$ cat config.mk
export PLATFORM = sky130hd
export DESIGN_NAME = button_gesture_dispatcher
export DESIGN_NICKNAME = d
export VERILOG_FILES = /design/src/rtl/bgd_pkg.sv /design/src/rtl/button_gesture_dispatcher.sv
export VERILOG_INCLUDE_DIRS = /design/src /design/src/rtl
export SDC_FILE = /design/constraint.sdc
export NUM_CORES = 1
export LEC_CHECK = 0
export BUFFER_PORTS_ARGS = -buffer_cell sky130_fd_sc_hd__buf_2
export CAP_MARGIN = 20
export CORE_UTILIZATION = 30
export CTS_CLUSTER_SIZE = 30
export DETAILED_ROUTE_END_ITERATION = 7
export GPL_ROUTABILITY_DRIVEN = 1
export PLACE_DENSITY = 0.45
export SKIP_LAST_GASP = 1
export SLEW_MARGIN = 40
export SYNTH_ARGS = -nofsm -noshare
export SYNTH_HDL_FRONTEND = slang
export SYNTH_SLANG_ARGS = --single-unit
$ cat constraint.sdc
create_clock -name clk -period 9.56 [get_ports clk]
set_clock_uncertainty 0.2 [all_clocks]
set_input_delay 0.478 -clock clk [delete_from_list [all_inputs] [get_ports clk]]
set_output_delay 0.478 -clock clk [all_outputs]
set_load 0.01 [all_outputs]
$ cat src/rtl/button_gesture_dispatcher_macros.svh
// ============================================================================
// Assertion macros for the button gesture dispatcher
// Concurrent assertion helpers that compile away when SYNTHESIS is defined.
// ============================================================================
`ifndef BUTTON_GESTURE_DISPATCHER_MACROS_SVH
`define BUTTON_GESTURE_DISPATCHER_MACROS_SVH

`ifndef SYNTHESIS

// Overlapping implication, checked at every rising clock edge out of reset.
`define BGD_ASSERT_IMP(lbl, clk, rst_n, ante, cons) \
  lbl: assert property (@(posedge clk) disable iff (!rst_n) (ante) |-> (cons)) \
    else $error("button gesture dispatcher assertion failed");

// Implication into the next cycle.
`define BGD_ASSERT_NXT(lbl, clk, rst_n, ante, cons) \
  lbl: assert property (@(posedge clk) disable iff (!rst_n) (ante) |=> (cons)) \
    else $error("button gesture dispatcher assertion failed");

`else

`define BGD_ASSERT_IMP(lbl, clk, rst_n, ante, cons)
`define BGD_ASSERT_NXT(lbl, clk, rst_n, ante, cons)

`endif

`endif

$ cat src/rtl/bgd_pkg.sv
// ============================================================================
// Button gesture dispatcher package
// Types, constants and range tables shared by the dispatcher.
// ============================================================================
`timescale 1ns / 1ps
`default_nettype none

package bgd_pkg;

  localparam int BUTTON_COUNT = 128;

  localparam logic [7:0] STATUS_MASK = 8'hf0;
  localparam logic [7:0] STATUS_NOTE = 8'h90;
  localparam logic [6:0] VEL_PRESS   = 7'h40;
  localparam logic [6:0] HOLD_LO     = 7'h18;
  localparam logic [6:0] HOLD_HI     = 7'h1f;

  localparam logic [15:0] DCLICK_RESET = 16'd250;
  localparam logic [15:0] HOLD_RESET   = 16'd333;

  // Configuration register indexes.
  localparam logic [1:0] CFG_DCLICK = 2'd0;
  localparam logic [1:0] CFG_HOLD   = 2'd1;

  // Handler table codes.
  localparam logic [1:0] TAB_PRESS = 2'd0;
  localparam logic [1:0] TAB_PR    = 2'd1;
  localparam logic [1:0] TAB_HOLD  = 2'd2;

  typedef struct packed {
    logic [6:0] lo;
    logic [6:0] hi;
    logic       has_single;
    logic       has_double;
  } range_t;

  typedef struct packed {
    logic       hit;
    logic [4:0] entry;
    logic       has_single;
    logic       has_double;
  } match_t;

  typedef struct packed {
    logic [6:0] button;
    logic [1:0] handler_table;
    logic [4:0] handler_entry;
    logic       double_variant;
    logic       is_press;
    logic [6:0] velocity_out;
    logic [3:0] hold_index;
  } result_t;

  localparam int PRESS_ENTRIES = 17;
  localparam int PR_ENTRIES    = 16;

  // Press-only table. No entry offers both a single and a double handler.
  localparam range_t PRESS_TAB [PRESS_ENTRIES] = '{
    '{7'h08, 7'h0f, 1'b0, 1'b1}, '{7'h18, 7'h1f, 1'b0, 1'b1},
    '{7'h35, 7'h35, 1'b1, 1'b0}, '{7'h36, 7'h3d, 1'b1, 1'b0},
    '{7'h3e, 7'h45, 1'b1, 1'b0}, '{7'h4a, 7'h4e, 1'b1, 1'b0},
    '{7'h50, 7'h50, 1'b1, 1'b0}, '{7'h51, 7'h51, 1'b1, 1'b0},
    '{7'h52, 7'h52, 1'b1, 1'b0}, '{7'h56, 7'h56, 1'b1, 1'b0},
    '{7'h57, 7'h57, 1'b1, 1'b0}, '{7'h59, 7'h59, 1'b1, 1'b0},
    '{7'h5a, 7'h5a, 1'b1, 1'b0}, '{7'h5b, 7'h5f, 1'b0, 1'b1},
    '{7'h64, 7'h64, 1'b1, 1'b0}, '{7'h65, 7'h65, 1'b1, 1'b0},
    '{7'h71, 7'h71, 1'b1, 1'b0}
  };

  // Press/release table.
  localparam range_t PR_TAB [PR_ENTRIES] = '{
    '{7'h00, 7'h07, 1'b1, 1'b1}, '{7'h08, 7'h0f, 1'b1, 1'b0},
    '{7'h10, 7'h17, 1'b1, 1'b0}, '{7'h18, 7'h1f, 1'b1, 1'b0},
    '{7'h20, 7'h27, 1'b1, 1'b0}, '{7'h28, 7'h2d, 1'b1, 1'b0},
    '{7'h2e, 7'h31, 1'b1, 1'b0}, '{7'h32, 7'h32, 1'b1, 1'b0},
    '{7'h33, 7'h33, 1'b1, 1'b0}, '{7'h34, 7'h34, 1'b1, 1'b1},
    '{7'h46, 7'h49, 1'b1, 1'b0}, '{7'h54, 7'h54, 1'b1, 1'b0},
    '{7'h55, 7'h55, 1'b1, 1'b0}, '{7'h5b, 7'h5f, 1'b1, 1'b0},
    '{7'h60, 7'h63, 1'b1, 1'b0}, '{7'h68, 7'h70, 1'b1, 1'b0}
  };

  // The ranges of each table are disjoint, so at most one entry matches.
  function automatic match_t find_press(input logic [6:0] b);
    match_t m;
    m = '0;
    for (int i = 0; i < PRESS_ENTRIES; i++) begin
      if (PRESS_TAB[i].lo <= b && b <= PRESS_TAB[i].hi) begin
        m.hit        = 1'b1;
        m.entry      = 5'(i);
        m.has_single = PRESS_TAB[i].has_single;
        m.has_double = PRESS_TAB[i].has_double;
      end
    end
    return m;
  endfunction

  function automatic match_t find_pr(input logic [6:0] b);
    match_t m;
    m = '0;
    for (int i = 0; i < PR_ENTRIES; i++) begin
      if (PR_TAB[i].lo <= b && b <= PR_TAB[i].hi) begin
        m.hit        = 1'b1;
        m.entry      = 5'(i);
        m.has_single = PR_TAB[i].has_single;
        m.has_double = PR_TAB[i].has_double;
      end
    end
    return m;
  endfunction

endpackage

`default_nettype wire

$ cat src/rtl/button_gesture_dispatcher.sv
// ============================================================================
// Button gesture dispatcher
// Click, double click and long press detection for 128 note-coded buttons.
// ============================================================================
`timescale 1ns / 1ps
`default_nettype none

`include "button_gesture_dispatcher_macros.svh"

// The block takes one word at a time and is not ready while it works on it.
// The last result word of an input may still wait in the output register
// when the next input word is taken. A note event is accepted, then looked up and
// updated, then gives its result words (none to two) one at a time, each waiting
// for a free output register. A note event with a status other than a note-on
// status is dropped on acceptance and gives nothing. A frame tick is accepted,
// then runs eight scan steps over buttons 0x18 to 0x1f and one flush step. The
// sequence follows from the single shared subtract-and-compare unit, which handles
// one time difference per cycle, and from output back-pressure, which holds the
// sequencer whenever a result word finds the output register still full.
module button_gesture_dispatcher
  import bgd_pkg::*;
(
  input  wire logic        clk,
  input  wire logic        rst_n,

  input  wire logic        in_tvalid,
  output      logic        in_tready,
  // status_byte[7:0], button_code[14:8], velocity[21:15], time_ms[53:22]
  input  wire logic [55:0] in_tdata,
  // operation[0]
  input  wire logic        in_tuser,

  output      logic        out_tvalid,
  input  wire logic        out_tready,
  // button[6:0], handler_entry[11:7], double_variant[12], is_press[13],
  // velocity_out[20:14], hold_index[24:21]
  output      logic [31:0] out_tdata,
  // handler_table[1:0]
  output      logic [1:0]  out_tuser,
  output      logic        out_tlast,

  input  wire logic        cfg_valid,
  output      logic        cfg_ready,
  input  wire logic [1:0]  cfg_index,
  input  wire logic [15:0] cfg_data
);

  typedef enum logic [2:0] {
    ST_IDLE,
    ST_NOTE,
    ST_EMIT,
    ST_SCAN,
    ST_FLUSH
  } state_t;

  state_t state_r, state_nxt;

  logic [15:0] dclick_r, hold_r;

  logic [6:0]  btn_r, btn_nxt;
  logic [6:0]  vel_r, vel_nxt;
  logic [31:0] now_r, now_nxt;

  logic [BUTTON_COUNT-1:0] pressed_r, pressed_nxt;
  logic [BUTTON_COUNT-1:0] double_r, double_nxt;
  logic [BUTTON_COUNT-1:0] hold_used_r, hold_used_nxt;

  // Press times are only ever read for the long-press buttons.
  logic [31:0] hold_times_r [8];
  logic        ht_we;
  logic [31:0] ht_wdata;

  logic        last_valid_r, last_valid_nxt;
  logic [6:0]  last_btn_r, last_btn_nxt;
  logic [31:0] last_time_r, last_time_nxt;

  logic        c_press_v_r, c_press_v_nxt;
  result_t     c_press_r, c_press_nxt;
  logic        c_pr_v_r, c_pr_v_nxt;
  result_t     c_pr_r, c_pr_nxt;

  logic [2:0]  idx_r, idx_nxt;
  logic        pend_v_r, pend_v_nxt;
  result_t     pend_r, pend_nxt;

  logic        out_valid_r, out_valid_nxt;
  result_t     out_r, out_nxt;
  logic        out_last_r, out_last_nxt;

  // Shared time unit: one wrapping subtract and one magnitude compare.
  logic [31:0] sub_b;
  logic [16:0] thr;
  logic [31:0] diff;
  logic        diff_lt;

  logic        in_accept;
  logic        out_free;
  logic        pressed;
  logic        in_hold;
  logic        dc;
  logic        dflag;
  logic        pr_ok;
  match_t      pm, prm;
  logic [6:0]  scan_btn;
  logic [31:0] scan_time;
  logic        fire;
  result_t     hold_res;

  assign in_tready = (state_r == ST_IDLE);
  assign in_accept = in_tvalid && in_tready;
  assign cfg_ready = 1'b1;
  assign out_free  = !out_valid_r || out_tready;

  assign scan_btn  = HOLD_LO + {4'b0, idx_r};
  assign scan_time = hold_times_r[idx_r];

  always_comb begin
    if (state_r == ST_NOTE) begin
      sub_b = last_time_r;
      thr   = {1'b0, dclick_r};
    end else begin
      // held > hold_ms is the same as not (held < hold_ms + 1)
      sub_b = scan_time;
      thr   = {1'b0, hold_r} + 17'd1;
    end
    diff    = now_r - sub_b;
    diff_lt = diff < {15'b0, thr};
  end

  assign pressed = (vel_r >= VEL_PRESS);
  assign in_hold = (btn_r >= HOLD_LO) && (btn_r <= HOLD_HI);
  assign pm      = find_press(btn_r);
  assign prm     = find_pr(btn_r);
  assign dc      = pressed && last_valid_r && (last_btn_r == btn_r) && diff_lt;
  assign dflag   = double_r[btn_r] || dc;
  // In this table a hold-used button only suppresses its release; a press clears the mark.
  assign pr_ok   = prm.hit && (pressed || !hold_used_r[btn_r]);

  assign fire = pressed_r[scan_btn] && !hold_used_r[scan_btn] &&
                (scan_time != 32'd0) && !diff_lt;

  always_comb begin
    hold_res                = '0;
    hold_res.button         = scan_btn;
    hold_res.handler_table  = TAB_HOLD;
    hold_res.is_press       = 1'b1;
    hold_res.hold_index     = {1'b0, idx_r} + 4'd1;
  end

  always_comb begin
    state_nxt      = state_r;
    btn_nxt        = btn_r;
    vel_nxt        = vel_r;
    now_nxt        = now_r;
    pressed_nxt    = pressed_r;
    double_nxt     = double_r;
    hold_used_nxt  = hold_used_r;
    last_valid_nxt = last_valid_r;
    last_btn_nxt   = last_btn_r;
    last_time_nxt  = last_time_r;
    c_press_v_nxt  = c_press_v_r;
    c_press_nxt    = c_press_r;
    c_pr_v_nxt     = c_pr_v_r;
    c_pr_nxt       = c_pr_r;
    idx_nxt        = idx_r;
    pend_v_nxt     = pend_v_r;
    pend_nxt       = pend_r;
    out_nxt        = out_r;
    out_last_nxt   = out_last_r;
    out_valid_nxt  = out_valid_r && !out_tready;
    ht_we          = 1'b0;
    ht_wdata       = pressed ? now_r : 32'd0;

    unique case (state_r)
      ST_IDLE: begin
        if (in_accept) begin
          btn_nxt = in_tdata[14:8];
          vel_nxt = in_tdata[21:15];
          now_nxt = in_tdata[53:22];
          if (in_tuser) begin
            idx_nxt    = 3'd0;
            pend_v_nxt = 1'b0;
            state_nxt  = ST_SCAN;
          end else if ((in_tdata[7:0] & STATUS_MASK) == STATUS_NOTE) begin
            state_nxt = ST_NOTE;
          end
        end
      end

      ST_NOTE: begin
        pressed_nxt[btn_r] = pressed;
        ht_we              = in_hold;
        if (pressed) begin
          hold_used_nxt[btn_r] = 1'b0;
          last_valid_nxt       = 1'b1;
          last_btn_nxt         = btn_r;
          last_time_nxt        = now_r;
        end
        double_nxt[btn_r] = pr_ok ? (dflag && pressed) : dflag;

        c_press_nxt                = '0;
        c_press_nxt.button         = btn_r;
        c_press_nxt.handler_table  = TAB_PRESS;
        c_press_nxt.handler_entry  = pm.entry;
        c_press_nxt.double_variant = dc && pm.has_double;
        c_press_nxt.is_press       = 1'b1;
        c_press_nxt.velocity_out   = vel_r;
        c_press_v_nxt = pressed && pm.hit && ((dc && pm.has_double) || pm.has_single);

        c_pr_nxt                = '0;
        c_pr_nxt.button         = btn_r;
        c_pr_nxt.handler_table  = TAB_PR;
        c_pr_nxt.handler_entry  = prm.entry;
        c_pr_nxt.double_variant = dflag;
        c_pr_nxt.is_press       = pressed;
        c_pr_nxt.velocity_out   = vel_r;
        c_pr_v_nxt = pr_ok && (dflag ? prm.has_double : prm.has_single);

        state_nxt = (c_press_v_nxt || c_pr_v_nxt) ? ST_EMIT : ST_IDLE;
      end

      ST_EMIT: begin
        if (out_free) begin
          if (c_press_v_r) begin
            out_valid_nxt = 1'b1;
            out_nxt       = c_press_r;
            out_last_nxt  = !c_pr_v_r;
            c_press_v_nxt = 1'b0;
            if (!c_pr_v_r) begin
              state_nxt = ST_IDLE;
            end
          end else begin
            out_valid_nxt = 1'b1;
            out_nxt       = c_pr_r;
            out_last_nxt  = 1'b1;
            c_pr_v_nxt    = 1'b0;
            state_nxt     = ST_IDLE;
          end
        end
      end

      ST_SCAN: begin
        // A firing button pushes the word held before it, so the final word
        // of the tick is known when the scan ends.
        if (!(fire && pend_v_r && !out_free)) begin
          if (fire) begin
            hold_used_nxt[scan_btn] = 1'b1;
            if (pend_v_r) begin
              out_valid_nxt = 1'b1;
              out_nxt       = pend_r;
              out_last_nxt  = 1'b0;
            end
            pend_nxt   = hold_res;
            pend_v_nxt = 1'b1;
          end
          if (idx_r == 3'd7) begin
            state_nxt = ST_FLUSH;
          end else begin
            idx_nxt = idx_r + 3'd1;
          end
        end
      end

      ST_FLUSH: begin
        if (!pend_v_r) begin
          state_nxt = ST_IDLE;
        end else if (out_free) begin
          out_valid_nxt = 1'b1;
          out_nxt       = pend_r;
          out_last_nxt  = 1'b1;
          pend_v_nxt    = 1'b0;
          state_nxt     = ST_IDLE;
        end
      end

      default: begin
        state_nxt = ST_IDLE;
      end
    endcase
  end

  always_ff @(posedge clk) begin
    if (!rst_n) begin
      state_r      <= ST_IDLE;
      dclick_r     <= DCLICK_RESET;
      hold_r       <= HOLD_RESET;
      pressed_r    <= '0;
      double_r     <= '0;
      hold_used_r  <= '0;
      last_valid_r <= 1'b0;
      last_time_r  <= 32'd0;
      c_press_v_r  <= 1'b0;
      c_pr_v_r     <= 1'b0;
      pend_v_r     <= 1'b0;
      idx_r        <= 3'd0;
      out_valid_r  <= 1'b0;
    end else begin
      state_r      <= state_nxt;
      pressed_r    <= pressed_nxt;
      double_r     <= double_nxt;
      hold_used_r  <= hold_used_nxt;
      last_valid_r <= last_valid_nxt;
      last_time_r  <= last_time_nxt;
      c_press_v_r  <= c_press_v_nxt;
      c_pr_v_r     <= c_pr_v_nxt;
      pend_v_r     <= pend_v_nxt;
      idx_r        <= idx_nxt;
      out_valid_r  <= out_valid_nxt;
      if (cfg_valid && cfg_ready) begin
        unique case (cfg_index)
          CFG_DCLICK: dclick_r <= cfg_data;
          CFG_HOLD:   hold_r   <= cfg_data;
          default: begin
          end
        endcase
      end
    end
  end

  // Payload registers and the press-time store carry no reset; a press-time
  // entry is only read while its pressed flag is set, which implies a write.
  always_ff @(posedge clk) begin
    btn_r        <= btn_nxt;
    vel_r        <= vel_nxt;
    now_r        <= now_nxt;
    last_btn_r   <= last_btn_nxt;
    c_press_r    <= c_press_nxt;
    c_pr_r       <= c_pr_nxt;
    pend_r       <= pend_nxt;
    out_r        <= out_nxt;
    out_last_r   <= out_last_nxt;
    if (ht_we) begin
      hold_times_r[btn_r[2:0]] <= ht_wdata;
    end
  end

  assign out_tvalid = out_valid_r;
  assign out_tlast  = out_last_r;
  assign out_tuser  = out_r.handler_table;
  assign out_tdata  = {7'b0, out_r.hold_index, out_r.velocity_out, out_r.is_press,
                       out_r.double_variant, out_r.handler_entry, out_r.button};

  `BGD_ASSERT_IMP(a_idle_no_pending, clk, rst_n, in_tready, !c_press_v_r && !c_pr_v_r && !pend_v_r)
  `BGD_ASSERT_IMP(a_hold_has_index, clk, rst_n, out_valid_r && out_r.handler_table == TAB_HOLD, out_r.hold_index != 4'd0)
  `BGD_ASSERT_IMP(a_note_no_index, clk, rst_n, out_valid_r && out_r.handler_table != TAB_HOLD, out_r.hold_index == 4'd0)
  `BGD_ASSERT_NXT(a_tick_scans, clk, rst_n, in_accept && in_tuser, state_r == ST_SCAN && idx_r == 3'd0)

endmodule

`default_nettype wire

* Word level (Yosys, flattened, before mapping)
Memory sizes are Yosys's and may differ from the RTL's. A register that Yosys moved wholly into a read port is not among the register bits.
Cells that the tools add are included.
** Word-level totals
- Register bits :: 578
- Input port bits :: 80
- Output and inout bits :: 38
- Word-level logic and storage cells :: 335
- Memories :: 1
- RAM bits :: 256
** Operators by class
- $lt $le $gt $ge :: 67
- Add/sub/neg operators :: 5
- Reductions and logical operators :: 85
- Bitwise gates (word level) :: 4
- Mux-type cells :: 112
- Equal/unequal tests :: 23
** Memories
- hold_times_r :: words 8, bits a word 32, rd ports 1, clocked after memory_dff 1, write ports 1, RTL line button_gesture_dispatcher.sv:69 : logic [31:0] hold_times_r [8];
** Operator list (count)
- 128-bit 2-to-1 mux :: 3
- 8-bit 2-to-1 mux :: 33
- 128-bit bitwise mux :: 2
- 128-bit case mux with 2 select lines :: 1
- 27-bit 2-to-1 mux :: 6
- 128-bit bitwise AND :: 1
- 128-bit inverter :: 1
- 128-bit bitwise OR :: 1
- 7-bit less-or-equal comparator, second input constant :: 18
- 7-bit less-or-equal comparator, first input constant :: 17
- 27-bit case mux with 3 select lines :: 1
- 32-bit 2-to-1 mux :: 2
- 6-bit by 7-bit less-or-equal comparator with 1-bit output, first input constant :: 9
- 7-bit by 6-bit less-or-equal comparator with 1-bit output, second input constant :: 8
- 1-bit logical AND :: 49
- 3-bit 2-to-1 mux :: 16
- 32-bit by 17-bit less-than comparator with 1-bit output :: 1
- 1-bit 2-to-1 mux :: 32
- 32-bit nonzero test :: 1
- 32-bit subtractor :: 1
- 1-bit binary-select mux with 7-bit select :: 4
- 2-bit inequality test, second input constant :: 10
- 19-bit 2-to-1 mux :: 1
- 16-bit by 1-bit adder with 17-bit output, second input constant :: 1
- 47 further kinds :: 77

* Logic depth before layout (Yosys ltp)
- Depth in word-level cells :: 25
- Mapped depth :: 28
- Mapped depth without buffers :: 23

* Worst setup path after synthesis
No wires, ideal clock.
- Path kind :: register to register
- Start :: register (tool-made name)
- End :: register out_r, in the netlist out_tdata[0] (enable)
- Clock period less this slack :: 7.240 ns
- Path buffers :: 3
- Setup time :: 0.422 ns
- Data required time :: 8.938 ns
- Arrival :: 6.617 ns
- Stages on the path, launching flop included :: 26
- Path slack :: 2.320 ns
- Cells stage by stage :: dfxtp_1 -> clkbuf_1 -> clkbuf_1 -> buf_1 -> mux2i_1 -> nor2_1 -> a21oi_1 -> inv_1 -> fa_1 -> nand2b_1 -> a21oi_1 -> o21ai_0 -> nand2b_1 -> a21oi_1 -> xnor2_1 -> ha_1 -> inv_1 -> or3_1 -> nor3_1 -> nand3_1 -> and3b_1 -> nand4_1 -> and4bb_2 -> a31oi_1 -> o21ai_0 -> a21oi_1
** RTL lines
- end signal: assignment :: RTL line button_gesture_dispatcher.sv:330 : out_r <= out_nxt;
- end: declaration :: RTL line button_gesture_dispatcher.sv:87 : result_t out_r, out_nxt;

* Worst setup path after layout
- Start :: register state_r[0]
- End :: register double_r[59]
** On the way
- Word-level cells in the longest chain between the ends :: 9
- Elaborated cells on any way between the ends :: 10
- Classes of those cells :: add/sub: 1; order compare: 1; eq/ne: 1; mux: 4; reduce/logical: 3
** Ends and longest elaborated chain
- start: declaration :: RTL line button_gesture_dispatcher.sv:56 : state_t state_r, state_nxt;
- start signal: assignment :: RTL line button_gesture_dispatcher.sv:298 : state_r <= state_nxt;
- 3-bit by 1-bit equality test with 1-bit output * :: RTL line button_gesture_dispatcher.sv:118, button_gesture_dispatcher.sv:174
- 32-bit 2-to-1 mux :: RTL line button_gesture_dispatcher.sv:118 : if (state_r == ST_NOTE) begin
- 32-bit subtractor :: RTL line button_gesture_dispatcher.sv:126 : diff = now_r - sub_b;
- 32-bit by 17-bit less-than comparator with 1-bit output :: RTL line button_gesture_dispatcher.sv:127 : diff_lt = diff < {15'b0, thr};
- 1-bit logical AND :: RTL line button_gesture_dispatcher.sv:134 : assign dc = pressed && last_valid_r && (last_btn_r == btn_r) && diff_lt;
- 1-bit logical OR :: RTL line button_gesture_dispatcher.sv:135 : assign dflag = double_r[btn_r] || dc;
- 1-bit logical AND :: RTL line button_gesture_dispatcher.sv:199 : double_nxt[btn_r] = pr_ok ? (dflag && pressed) : dflag;
- 1-bit 2-to-1 mux :: RTL line button_gesture_dispatcher.sv:199
- 128-bit bitwise mux :: RTL line button_gesture_dispatcher.sv:199
- end signal: assignment :: RTL line button_gesture_dispatcher.sv:300 : double_r <= double_nxt;
- end: declaration :: RTL line button_gesture_dispatcher.sv:65 : logic [BUTTON_COUNT-1:0] double_r, double_nxt;
Mark *: on every way between the ends. The rest lies on a longest branch, timed or not.
A chain may end at the register's enable or synchronous reset.

==> impl_metrics.ini <==
[status]
status = complete, no violations

[layout]
area_growth_pct = 15.4
final_util_pct = 35.1
drive_gt1_share_pct = 15.7
antenna_cells = 0
nFillCells = 10500
fin_nets = 3079

[logic_synthesis]
synthArstFlopShare_pct = 0
avgSynthCellArea_um2 = 11.3
synth-edff-count = 370
synth.top_cell.area_share_pct = 34.0
syn_inst = 2889
ys_top_cells_by_count = nand2_1, edfxtp_1, dfxtp_1
synth_ff_type = edfxtp_1
synth.area.top_cells = edfxtp_1, dfxtp_1, mux4_2
synth_cell_types = 80
synth-seq-area-share_pct = 54.9
yosysMostFrequentCell = nand2_1
yosys_warnings = 0
yosysTopAreaCell = edfxtp_1
ys_seq_elements = 712
syn_area_mm2 = 0.0327

[global_route]
grt-ovfl-total = 0
grt_max_degree = 129
grt_pass1_wl_um = 150000
grt_use_total_pct = 17.8
grt_pass1_vias = 23600
antenna_found_initial = 0

[setup_path]
crit_type = flip-flop to flip-flop
critPathMaxFanout = 61
cp.arrival_ps = 8190
worst_setup_path_end_kind = flip-flop
worstPathRequired_ps = 9900
cp-start-kind = flip-flop

[sta]
fmax_mhz = 127
worstMarginPinSlew_ps = 833
maxSlewViolCount = 0
rsz0062_at_grt = no
tns_ps = 0
setup_viol = 0
worst_slack_ps = 1710
post-route-min-period_ps = 7850
holdWs_ps = 112
hold_viol = 0
fin_crit_sh_pct = 82.1
max-slew-margin-rel_pct = 44.4

[cts]
root_buffer = clkbuf_16
htreeDepth = 3
cts-resized-gates = 0
cts_buffer_depth = 3
clk_pin_slew_ps = 60
cts-buffers-inserted = 80
cts_tree = yes
clock_sinks = 712
clk_latency_ps = 660

[floorplan]
core_mm2 = 0.108
die_area_mm2 = 0.110
die_w_um = 332
rows = 120
start_util_pct = 30.4
die_h_um = 332
ios = 118

[place]
gp_congestion = 0.864
dp_slack_ps = 1560
io_buffers = 103
hpwl_um = 62400

[route]
ant_nets = 0
drtPass1Iterations = 5
drc = 0
vias = 23900
drtIter0Drc = 1834
routed_wl_um = 99800
wire_per_inst_um = 22.6
drt-vias-per-instance = 5.43

[power_and_ir_drop]
max-vdd-ir-drop_mv = 0.123
power_density_mw_per_mm2 = 255
finalPower_mw = 9.63
p_leak_nw = 12.7

[min_path]
worstHoldPathType = input port to flip-flop

[job]
drv_cap = 0
## power by group
| group | total (mW) | internal (mW) | switching (mW) |
|---|---|---|---|
| registers | 3.62 | 3.50 | 0.123 |
| logic | 2.93 | 0.912 | 2.02 |
| clock network | 3.07 | 1.80 | 1.27 |
| total | 9.63 | 6.20 | 3.42 |
## per-stage QoR
step | std cells | area [µm²]
after floorplan | 2895 | 32700
after CTS | 4409 | 37700
after global placement | 4202 | 34400
final | 4411 | 37700
after global routing | 4411 | 37700
after detailed placement | 4202 | 34500
## cells by family after synthesis
family | Yosys count | share of synthesized area (%)
compound gates | 821 | 15.4
simple gates | 772 | 11.0
flops | 712 | 54.9
buf+inv | 285 | 3.70
mux | 203 | 11.9
fa+ha+maj | 53 | 2.05
xor+xnor | 41 | 1.10
other cells | 2 | 0.0230
## state kept, by name, summed over array words and instances (netlist names), 20 cells and up, named ones only
register / flops
hold_used_r: 128
out_tdata: 25
hold_times_r: 256
c_pr_r: 20
now_r: 32
double_r: 128
last_time_r: 32
## routing by layer
layer  wire length (µm)  up-vias  global-route usage (%)
li1                   -    11000                       -
met1              46900    12100                    25.1
met2              45600      671                    28.1
met3               5020      152                    2.84
met4               2290        0                    5.02
met5                  0        -                       0
## final timing paths
kind,startpoint,endpoint,slack [ps],cells past startpoint
worst min-delay path,in_tuser,state_r[1]$_SDFFE_PN0P_,110,3
worst min register to register,vel_r[0]$_DFFE_PP_,c_pr_r[4]$_DFFE_PP_,220,0
worst max-delay path,state_r[0]$_SDFFE_PN0P_,double_r[59]$_SDFFE_PN0P_,1710,23
worst max register to register,state_r[0]$_SDFFE_PN0P_,double_r[59]$_SDFFE_PN0P_,1710,23
## cell type report
cell class / count / area [µm²] / area share (%)
clock buffer: 103 / 2210 / 5.86
clock inverter: 41 / 397 / 1.05
inverter: 33 / 126 / 0.335
multi-input combinational: 1898 / 13600 / 36.2
sequential: 712 / 18000 / 47.6
tap: 1403 / 1760 / 4.65
timing repair buffer: 221 / 1640 / 4.35
## layout by cell type, fill, tap and decap left out, drive strengths merged, types with 19 or more instances in the layout
master	n
clkbuf	103
nor2	95
or3	23
ha	52
buf	158
dfxtp	342
mux2i	55
nand4	19
dlygate4sd3	63
o211ai	118
and3	30
nand3	61
a21oi	271
o31ai	106
inv	36
and2	46
o21ai	219
edfxtp	370
nand2	397
xnor2	25
mux4	148
clkinv	29
## repair_timing
item                      CTS  global route
hold endpoints to repair   79             0
setup buffers               0             0
hold buffers               63             0
## worst max-delay path, stage by stage (launching register included)
cell      delay (ps)
dfxtp_1          460
or3b_4           660
buf_4            690
o21ai_0          250
ha_1             420
a21oi_1          330
nand2_1          100
o21ai_0          620
nand2b_1         190
xor2_1           460
ha_1             320
nand2_1           80
or3_1            130
a21oi_1           40
a211oi_1         540
and3b_1          270
nand4_1          100
and4bb_2         460
and4b_1          280
o221ai_4         200
buf_8            260
buf_4            230
buf_4            180
o31ai_1          230
Note: power is estimated with default switching activity, not from simulation.
